File: src/hw/rtl/ihdp_pkg.sv
// Shared types and constants for the image header dimension parser.
// No dependencies.
package ihdp_pkg;

  typedef enum logic [1:0] {
    KIND_UNKNOWN = 2'd0,
    KIND_JPEG    = 2'd1,
    KIND_BMP     = 2'd2,
    KIND_PNG     = 2'd3
  } kind_t;

  localparam int unsigned HEADER_BYTES = 8;
  localparam int unsigned POS_W        = 5;
  localparam int unsigned MOFF_W       = 4;

  localparam logic [7:0] BYTE_FF  = 8'hFF;
  localparam logic [7:0] BYTE_D8  = 8'hD8;
  localparam logic [7:0] BYTE_C0  = 8'hC0;
  localparam logic [7:0] BYTE_42  = 8'h42;
  localparam logic [7:0] BYTE_4D  = 8'h4D;
  localparam logic [7:0] BYTE_89  = 8'h89;
  localparam logic [7:0] BYTE_50  = 8'h50;
  localparam logic [7:0] BYTE_4E  = 8'h4E;
  localparam logic [7:0] BYTE_47  = 8'h47;
  localparam logic [7:0] BYTE_0D  = 8'h0D;
  localparam logic [7:0] BYTE_0A  = 8'h0A;
  localparam logic [7:0] BYTE_1A  = 8'h1A;

  // byte offsets of the dimension words
  localparam logic [POS_W-1:0] BMP_W_POS = 5'd18;
  localparam logic [POS_W-1:0] BMP_H_POS = 5'd22;
  localparam logic [POS_W-1:0] BMP_END   = 5'd25;
  localparam logic [POS_W-1:0] PNG_W_POS = 5'd16;
  localparam logic [POS_W-1:0] PNG_H_POS = 5'd20;
  localparam logic [POS_W-1:0] PNG_END   = 5'd23;
  localparam logic [POS_W-1:0] CLASS_POS = 5'(HEADER_BYTES - 1);
  localparam logic [POS_W-1:0] POS_MAX   = 5'd31;
  localparam logic [MOFF_W-1:0] MOFF_MAX = 4'd15;

  // enable bits of format_enable
  localparam int unsigned EN_JPEG = 0;
  localparam int unsigned EN_BMP  = 1;
  localparam int unsigned EN_PNG  = 2;

  // h0..h6 are the stored header bytes, h7 is the byte arriving now
  function automatic kind_t classify(input logic [2:0] en,
                                     input logic [7:0] h0, input logic [7:0] h1,
                                     input logic [7:0] h2, input logic [7:0] h3,
                                     input logic [7:0] h4, input logic [7:0] h5,
                                     input logic [7:0] h6, input logic [7:0] h7);
    kind_t k;
    k = KIND_UNKNOWN;
    if (en[EN_JPEG] && h0 == BYTE_FF && h1 == BYTE_D8 && h2 == BYTE_FF) begin
      k = KIND_JPEG;
    end else if (en[EN_BMP] && h0 == BYTE_42 && h1 == BYTE_4D) begin
      k = KIND_BMP;
    end else if (en[EN_PNG] && h0 == BYTE_89 && h1 == BYTE_50 && h2 == BYTE_4E &&
                 h3 == BYTE_47 && h4 == BYTE_0D && h5 == BYTE_0A &&
                 h6 == BYTE_1A && h7 == BYTE_0A) begin
      k = KIND_PNG;
    end
    return k;
  endfunction

endpackage

File: src/hw/rtl/image_header_dimension_parser_top.sv
// Image header dimension parser: classifies an image file and extracts its size.
// Depends on ihdp_pkg.
//
// Takes one file byte per beat and sustains one byte per clock while the result stream
// is not back-pressured. Each byte sits in an input register, and the per-byte update
// (header compare, marker scan, dimension byte insertion) runs between that register
// and the result register. At most one result per file: when the dimensions are
// complete (BMP offset 25, PNG offset 23, JPEG seven bytes after the C0 of FF C0) or
// at the last byte. found is 0 for unknown or disabled kinds, truncated files or zero
// dimensions, and width and height then read 0. Bytes after a result are dropped
// until a beat with first_byte set. format_enable must be written only while the
// block is idle; the block itself does not enforce this.
module image_header_dimension_parser_top (
  input  logic        clk,
  input  logic        rst_n,
  // input stream
  input  logic        in_tvalid,
  output logic        in_tready,
  input  logic [7:0]  in_tdata,   // [7:0] data_byte
  input  logic        in_tuser,   // [0] first_byte
  input  logic        in_tlast,   // last_byte
  // result stream
  output logic        out_tvalid,
  input  logic        out_tready,
  output logic [63:0] out_tdata,  // [31:0] pixel_width, [63:32] pixel_height
  output logic [2:0]  out_tuser,  // [1:0] image_kind, [2] found
  // configuration
  input  logic        cfg_tvalid,
  output logic        cfg_tready,
  input  logic [7:0]  cfg_tdata   // [2:0] format_enable
);

  localparam int unsigned HDR_REGS = ihdp_pkg::HEADER_BYTES - 1;
  localparam int unsigned POS_W    = ihdp_pkg::POS_W;
  localparam int unsigned MOFF_W   = ihdp_pkg::MOFF_W;

  // configuration
  logic [2:0] fmt_en_r;

  // input stage
  logic       in_v_r;
  logic [7:0] byte_r;
  logic       first_r;
  logic       last_r;

  // per-file parser state
  logic [POS_W-1:0]  pos_r, pos_nxt;
  logic [7:0]        hdr_r [HDR_REGS];
  ihdp_pkg::kind_t   kind_r, kind_nxt;
  logic              pff_r, pff_nxt;
  logic [MOFF_W-1:0] moff_r, moff_nxt;
  logic [31:0]       wacc_r, wacc_nxt;
  logic [31:0]       hacc_r, hacc_nxt;
  logic              given_r, given_nxt;

  // result stage
  logic              out_v_r;
  ihdp_pkg::kind_t   okind_r;
  logic [31:0]       owidth_r;
  logic [31:0]       oheight_r;
  logic              ofound_r;

  logic advance;
  logic fire;
  logic emit;
  logic found_c;

  // working copies after an optional restart
  logic [POS_W-1:0]  pos_c;
  ihdp_pkg::kind_t   kind_c;
  logic              pff_c;
  logic [MOFF_W-1:0] moff_c;
  logic              given_c;
  logic              complete;
  logic [POS_W-1:0]  lane_w;
  logic [POS_W-1:0]  lane_h;

  assign advance   = !out_v_r || out_tready;
  assign fire      = in_v_r && advance;
  assign in_tready = !in_v_r || advance;
  assign cfg_tready = 1'b1;

  always_ff @(posedge clk) begin
    if (!rst_n) begin
      fmt_en_r <= 3'd7;
    end else if (cfg_tvalid) begin
      fmt_en_r <= cfg_tdata[2:0];
    end
  end

  always_ff @(posedge clk) begin
    if (!rst_n) begin
      in_v_r <= 1'b0;
    end else if (in_tready) begin
      in_v_r <= in_tvalid;
    end
  end

  always_ff @(posedge clk) begin
    if (in_tready && in_tvalid) begin
      byte_r  <= in_tdata;
      first_r <= in_tuser;
      last_r  <= in_tlast;
    end
  end

  always_comb begin
    pos_c   = first_r ? '0 : pos_r;
    kind_c  = first_r ? ihdp_pkg::KIND_UNKNOWN : kind_r;
    pff_c   = first_r ? 1'b0 : pff_r;
    moff_c  = first_r ? '0 : moff_r;
    given_c = first_r ? 1'b0 : given_r;

    pos_nxt   = pos_c;
    kind_nxt  = kind_c;
    pff_nxt   = pff_c;
    moff_nxt  = moff_c;
    wacc_nxt  = first_r ? '0 : wacc_r;
    hacc_nxt  = first_r ? '0 : hacc_r;
    given_nxt = given_c;
    complete  = 1'b0;
    emit      = 1'b0;
    found_c   = 1'b0;
    lane_w    = pos_c - ihdp_pkg::BMP_W_POS;
    lane_h    = pos_c - ihdp_pkg::BMP_H_POS;

    if (!given_c) begin
      // JPEG marker scan runs through the header and on for JPEG files
      if (pos_c < POS_W'(ihdp_pkg::HEADER_BYTES) || kind_c == ihdp_pkg::KIND_JPEG) begin
        if (moff_c == '0) begin
          if (pff_c && byte_r == ihdp_pkg::BYTE_C0) begin
            moff_nxt = MOFF_W'(1);
          end
          pff_nxt = (byte_r == ihdp_pkg::BYTE_FF);
        end else begin
          if (moff_c < ihdp_pkg::MOFF_MAX) begin
            moff_nxt = moff_c + MOFF_W'(1);
          end
          if (moff_nxt == MOFF_W'(5) || moff_nxt == MOFF_W'(6)) begin
            hacc_nxt = {16'h0000, hacc_nxt[7:0], byte_r};
          end else if (moff_nxt == MOFF_W'(7) || moff_nxt == MOFF_W'(8)) begin
            wacc_nxt = {16'h0000, wacc_nxt[7:0], byte_r};
          end
          if (moff_nxt == MOFF_W'(8) && kind_c == ihdp_pkg::KIND_JPEG) begin
            complete = 1'b1;
          end
        end
      end

      if (pos_c == ihdp_pkg::CLASS_POS) begin
        kind_nxt = ihdp_pkg::classify(fmt_en_r, hdr_r[0], hdr_r[1], hdr_r[2], hdr_r[3],
                                      hdr_r[4], hdr_r[5], hdr_r[6], byte_r);
        if (kind_nxt != ihdp_pkg::KIND_JPEG) begin
          wacc_nxt = '0;
          hacc_nxt = '0;
        end
      end

      case (kind_nxt)
        ihdp_pkg::KIND_BMP: begin
          // little-endian: byte lane chosen by offset within the word
          if (pos_c >= ihdp_pkg::BMP_W_POS && pos_c < ihdp_pkg::BMP_H_POS) begin
            for (int i = 0; i < 4; i++) begin
              if (lane_w[1:0] == 2'(i)) begin
                wacc_nxt[i*8 +: 8] = wacc_nxt[i*8 +: 8] | byte_r;
              end
            end
          end else if (pos_c >= ihdp_pkg::BMP_H_POS && pos_c <= ihdp_pkg::BMP_END) begin
            for (int i = 0; i < 4; i++) begin
              if (lane_h[1:0] == 2'(i)) begin
                hacc_nxt[i*8 +: 8] = hacc_nxt[i*8 +: 8] | byte_r;
              end
            end
          end
          if (pos_c == ihdp_pkg::BMP_END) begin
            complete = 1'b1;
          end
        end
        ihdp_pkg::KIND_PNG: begin
          if (pos_c >= ihdp_pkg::PNG_W_POS && pos_c < ihdp_pkg::PNG_H_POS) begin
            wacc_nxt = {wacc_nxt[23:0], byte_r};
          end else if (pos_c >= ihdp_pkg::PNG_H_POS && pos_c <= ihdp_pkg::PNG_END) begin
            hacc_nxt = {hacc_nxt[23:0], byte_r};
          end
          if (pos_c == ihdp_pkg::PNG_END) begin
            complete = 1'b1;
          end
        end
        default: begin
        end
      endcase

      if (pos_c < ihdp_pkg::POS_MAX) begin
        pos_nxt = pos_c + POS_W'(1);
      end

      emit    = complete || last_r;
      found_c = complete && kind_nxt != ihdp_pkg::KIND_UNKNOWN &&
                wacc_nxt != '0 && hacc_nxt != '0;
      if (emit) begin
        given_nxt = 1'b1;
      end
    end
  end

  always_ff @(posedge clk) begin
    if (!rst_n) begin
      pos_r   <= '0;
      kind_r  <= ihdp_pkg::KIND_UNKNOWN;
      pff_r   <= 1'b0;
      moff_r  <= '0;
      wacc_r  <= '0;
      hacc_r  <= '0;
      given_r <= 1'b0;
    end else if (fire) begin
      pos_r   <= pos_nxt;
      kind_r  <= kind_nxt;
      pff_r   <= pff_nxt;
      moff_r  <= moff_nxt;
      wacc_r  <= wacc_nxt;
      hacc_r  <= hacc_nxt;
      given_r <= given_nxt;
    end
  end

  // header bytes 0..6; byte 7 is classified on the fly
  always_ff @(posedge clk) begin
    if (fire && !given_c) begin
      for (int i = 0; i < HDR_REGS; i++) begin
        if (pos_c == POS_W'(i)) begin
          hdr_r[i] <= byte_r;
        end
      end
    end
  end

  always_ff @(posedge clk) begin
    if (!rst_n) begin
      out_v_r <= 1'b0;
    end else if (advance) begin
      out_v_r <= fire && emit;
    end
  end

  always_ff @(posedge clk) begin
    if (fire && emit) begin
      okind_r   <= kind_nxt;
      owidth_r  <= found_c ? wacc_nxt : '0;
      oheight_r <= found_c ? hacc_nxt : '0;
      ofound_r  <= found_c;
    end
  end

  assign out_tvalid = out_v_r;
  assign out_tdata  = {oheight_r, owidth_r};
  assign out_tuser  = {ofound_r, okind_r};

endmodule

File: config.mk
export PLATFORM = sky130hd
export DESIGN_NAME = image_header_dimension_parser_top
export DESIGN_NICKNAME = d
export VERILOG_FILES = /design/src/hw/rtl/ihdp_pkg.sv /design/src/hw/rtl/image_header_dimension_parser_top.sv
export SDC_FILE = /design/constraint.sdc
export NUM_CORES = 1
export LEC_CHECK = 0
export ABC_AREA = 0
export BUFFER_PORTS_ARGS = -buffer_cell sky130_fd_sc_hd__buf_2
export CORE_MARGIN = 5
export CORE_UTILIZATION = 60
export DETAILED_ROUTE_END_ITERATION = 12
export GPL_TIMING_DRIVEN = 0
export PLACE_DENSITY_LB_ADDON = 0.1
export RECOVER_POWER = 50
export SETUP_SLACK_MARGIN = 0.05
export SYNTH_ARGS = -nofsm -noshare
export SYNTH_HDL_FRONTEND = slang
export SYNTH_SLANG_ARGS = --single-unit
File: constraint.sdc
create_clock -name clk -period 7.14 [get_ports clk]
set_clock_uncertainty 0.1 [all_clocks]
set_input_delay 0.357 -clock clk [delete_from_list [all_inputs] [get_ports clk]]
set_output_delay 0.357 -clock clk [all_outputs]
set_load 0.01 [all_outputs]
==> results_dict.tcl <==
set metrics [dict create \
    status "finished clean" \
    antenna_found_initial 0 \
    place_ws_ps 252 \
    critPathArrivalTime_ps 7010 \
    wl_met1_mm 14.2 \
    hold_viol 0 \
    slew_violations 0 \
    max_freq_ghz 0.146 \
    wl_met3_mm 3.97 \
    drive_above_1_share_pct 9.46 \
    drt_iter0_markers 1231 \
    dp_hpwl_mm 24.7 \
    path_class "flip-flop to flip-flop" \
    crit_chain "buf_2 > clkbuf_2 > clkbuf_2 > clkbuf_1 > clkbuf_1 > nand2b_1 > inv_1 > ha_1 > buf_2 > nand4b_1 > mux2_1 > mux2i_4 > a31oi_1 > clkbuf_1 > and3_1 > a221oi_1 > nor4b_1 > nand4_1 > nor3_4 > buf_6 > nor3_2" \
    drc 0 \
    n_antenna_cell 0 \
    async_flop_share_pct 0 \
    yosysSeqAreaShare_pct 51.4 \
    tns_ps 0 \
    power.density_nw_per_um2 218 \
    synth_area_um2 11000 \
    synth.avg_cell_area_um2 9.76 \
    postLayoutSetupSlackWorst_ps 275 \
    crit_top_cell "clkbuf_1" \
    ys.flop_type "edfxtp_1" \
    cts.path.max_buffers 3 \
    start_util_pct 61.0 \
    die_h_um 145 \
    path_max_fanout 10 \
    avgViaCountPerCell 6.73 \
    cp_slowest_stage_delay_ps 650 \
    placed_area_um2 11700 \
    stdcell_count 1498 \
    overflow 0 \
    ys_seq_elements 215 \
    ff2ff_path_depth 21 \
    wl_met2_mm 15.9 \
    rsz0062_at_grt "false" \
    multi_input_area_um2 4890 \
    whs_ps 57.6 \
    gp_congestion 1.00 \
    cts-root-buf "clkbuf_16" \
    cts.sinks 215 \
    end_kind "flip-flop" \
    grt_max_degree 38 \
    core-area_um2 18000 \
    synth_cells 1123 \
    path_clk_slew_ps 60 \
    post-route-cell-area_um2 12500 \
    dieArea_um2 21100 \
    vdd_drop_max_mv 0.190 \
    fillerInstances 1416 \
    dr.max_layer_used "met4" \
    grt_pass1_vias 9432 \
    leakage_nw 4.20 \
    synth_nets 1153 \
    final-seq-area_um2 5640 \
    die_width_um 145 \
    finalSetupViolations 0 \
    grt_first_pass_wirelength_mm 54.3 \
    grt_usage_pct 32.1 \
    tightest_slew_ps 1380 \
    vias 10100 \
    detail_route.wl_per_cell_um 23.8 \
    cts_tree "done" \
    hp-class "input port to flip-flop" \
    area_delta_synth_final_pct 14.1 \
    num_rows 49 \
    port-buffer-count 86 \
    worstPathRequired_ps 7280 \
    ant_nets 0 \
    ys_warn_count 0 \
    h-tree-depth 1 \
    drv_cap 0 \
    fin_nets 1284 \
    synth_cell_types 79 \
    pin_count 93 \
    wirelength_mm 35.7 \
    post-place-cells 1440 \
    crit_slowest_cell "a221oi_1" \
    synth_edf_count 133 \
    first_pass_iters 6 \
    period_share_pct 96.2 \
    cts_buffers 23 \
    clock_latency_ps 520 \
    max_slew_margin_pct 7.02 \
    worstHoldPathCells 3 \
    start_kind "flip-flop" \
    fin_crit_ps 6870 \
]
[kinds of logic after synthesis]
group | after synthesis | synth area share (%)
other | 1 | 0.0342
AO/OA/AOI/OAI | 286 | 17.4
flip-flops | 215 | 51.4
XOR/XNOR | 2 | 0.160
AND/OR/NAND/NOR | 481 | 23.0
adder cells (fa/ha/maj) | 7 | 0.799
buffers and inverters | 98 | 3.88
multiplexers | 33 | 3.24
[metrics by stage]
step,utilization [%],total power [mW]
3_5_place_dp,65.3,1.61
5_1_grt,69.6,2.80
4_1_cts,70.2,2.72
6_report,69.6,2.73
2_1_floorplan,-,1.53
3_3_place_gp,65.0,1.61
[synth_stat cells (22+ instances only)]
cell type | n | area, um2
a211oi_1 | 53 | 398
a21oi_1 | 81 | 405
a22oi_1 | 28 | 210
clkbuf_1 | 62 | 233
dfxtp_1 | 82 | 1640
edfxtp_1 | 133 | 3990
mux2i_1 | 22 | 220
nand2_1 | 123 | 462
nand3_1 | 33 | 165
nor2_1 | 143 | 537
nor3_1 | 29 | 145
o21ai_0 | 33 | 165
[timing repair]
action	in CTS	in global routing
endpoints found under the hold margin	14	0
endpoints found under the setup margin	0	65
hold buffers	17	0
resized for setup	0	4
setup buffers	0	1
[final timing paths]
path / startpoint / endpoint / slack, ps
worst max-delay path: first_r / oheight_r[4] / 270
worst min-delay path: rst_n / pff_r / 60
worst max register to register: first_r / oheight_r[4] / 270
worst min register to register: hacc_r[12] / hacc_r[12] / 370
[registers in the layout, summed over array words and instances, names as in the netlist, 2 cells and up]
name / flops
byte_r: 8
hdr_r: 56
oheight_r: 32
owidth_r: 32
wacc_r: 32
fmt_en_r: 3
okind_r: 2
moff_r: 4
kind_r: 2
pos_r: 5
hacc_r: 32
[worst max-delay path: cells and delay by family, from the launching register on]
family	cells	cell delay [ps]
simple gates	7	1790
flops	1	330
compound gates	2	880
fa+ha+maj	1	210
buf+inv	9	2560
mux	2	710
[per-layer routing]
metal	GRT usage (%)	vias to the layer above
met1	44.7	4776
li1	-	4462
met4	12.9	0
met3	6.17	140
met2	50.0	710
met5	0	-
[layout by cell type, fill, tap and decap left out, types with 14 or more instances in the layout]
cell	n
a211oi_1	53
buf_2	23
clkbuf_1	139
nand3_1	33
clkbuf_16	24
inv_1	14
nand2_1	123
nand4_1	17
nor3_1	29
nor3_2	20
o21ai_0	33
edfxtp_1	133
nor2_1	142
a21oi_1	81
dfxtp_1	82
a22oi_1	28
dlygate4sd3_1	17
mux2i_1	22
[power breakdown]
part	total (mW)	leakage, nW	internal (mW)	switching, mW
combinational	0.224	1.92	0.0690	0.155
sequential	1.38	1.94	1.34	0.0344
clock	1.13	0.345	0.638	0.492
total	2.73	4.20	2.05	0.681
[area by class of cell]
cell class                      instances  share of cell area, %
Sequential cell                       215                   45.1
Multi-Input combinational cell        810                   39.1
Clock buffer                           32                   5.20
Timing Repair Buffer                  106                   4.52
Buffer                                 84                   2.99
Tap cell                              229                   2.29
Clock inverter                          8                  0.420
Inverter                               14                  0.420
(Power assumes the default switching activity.)
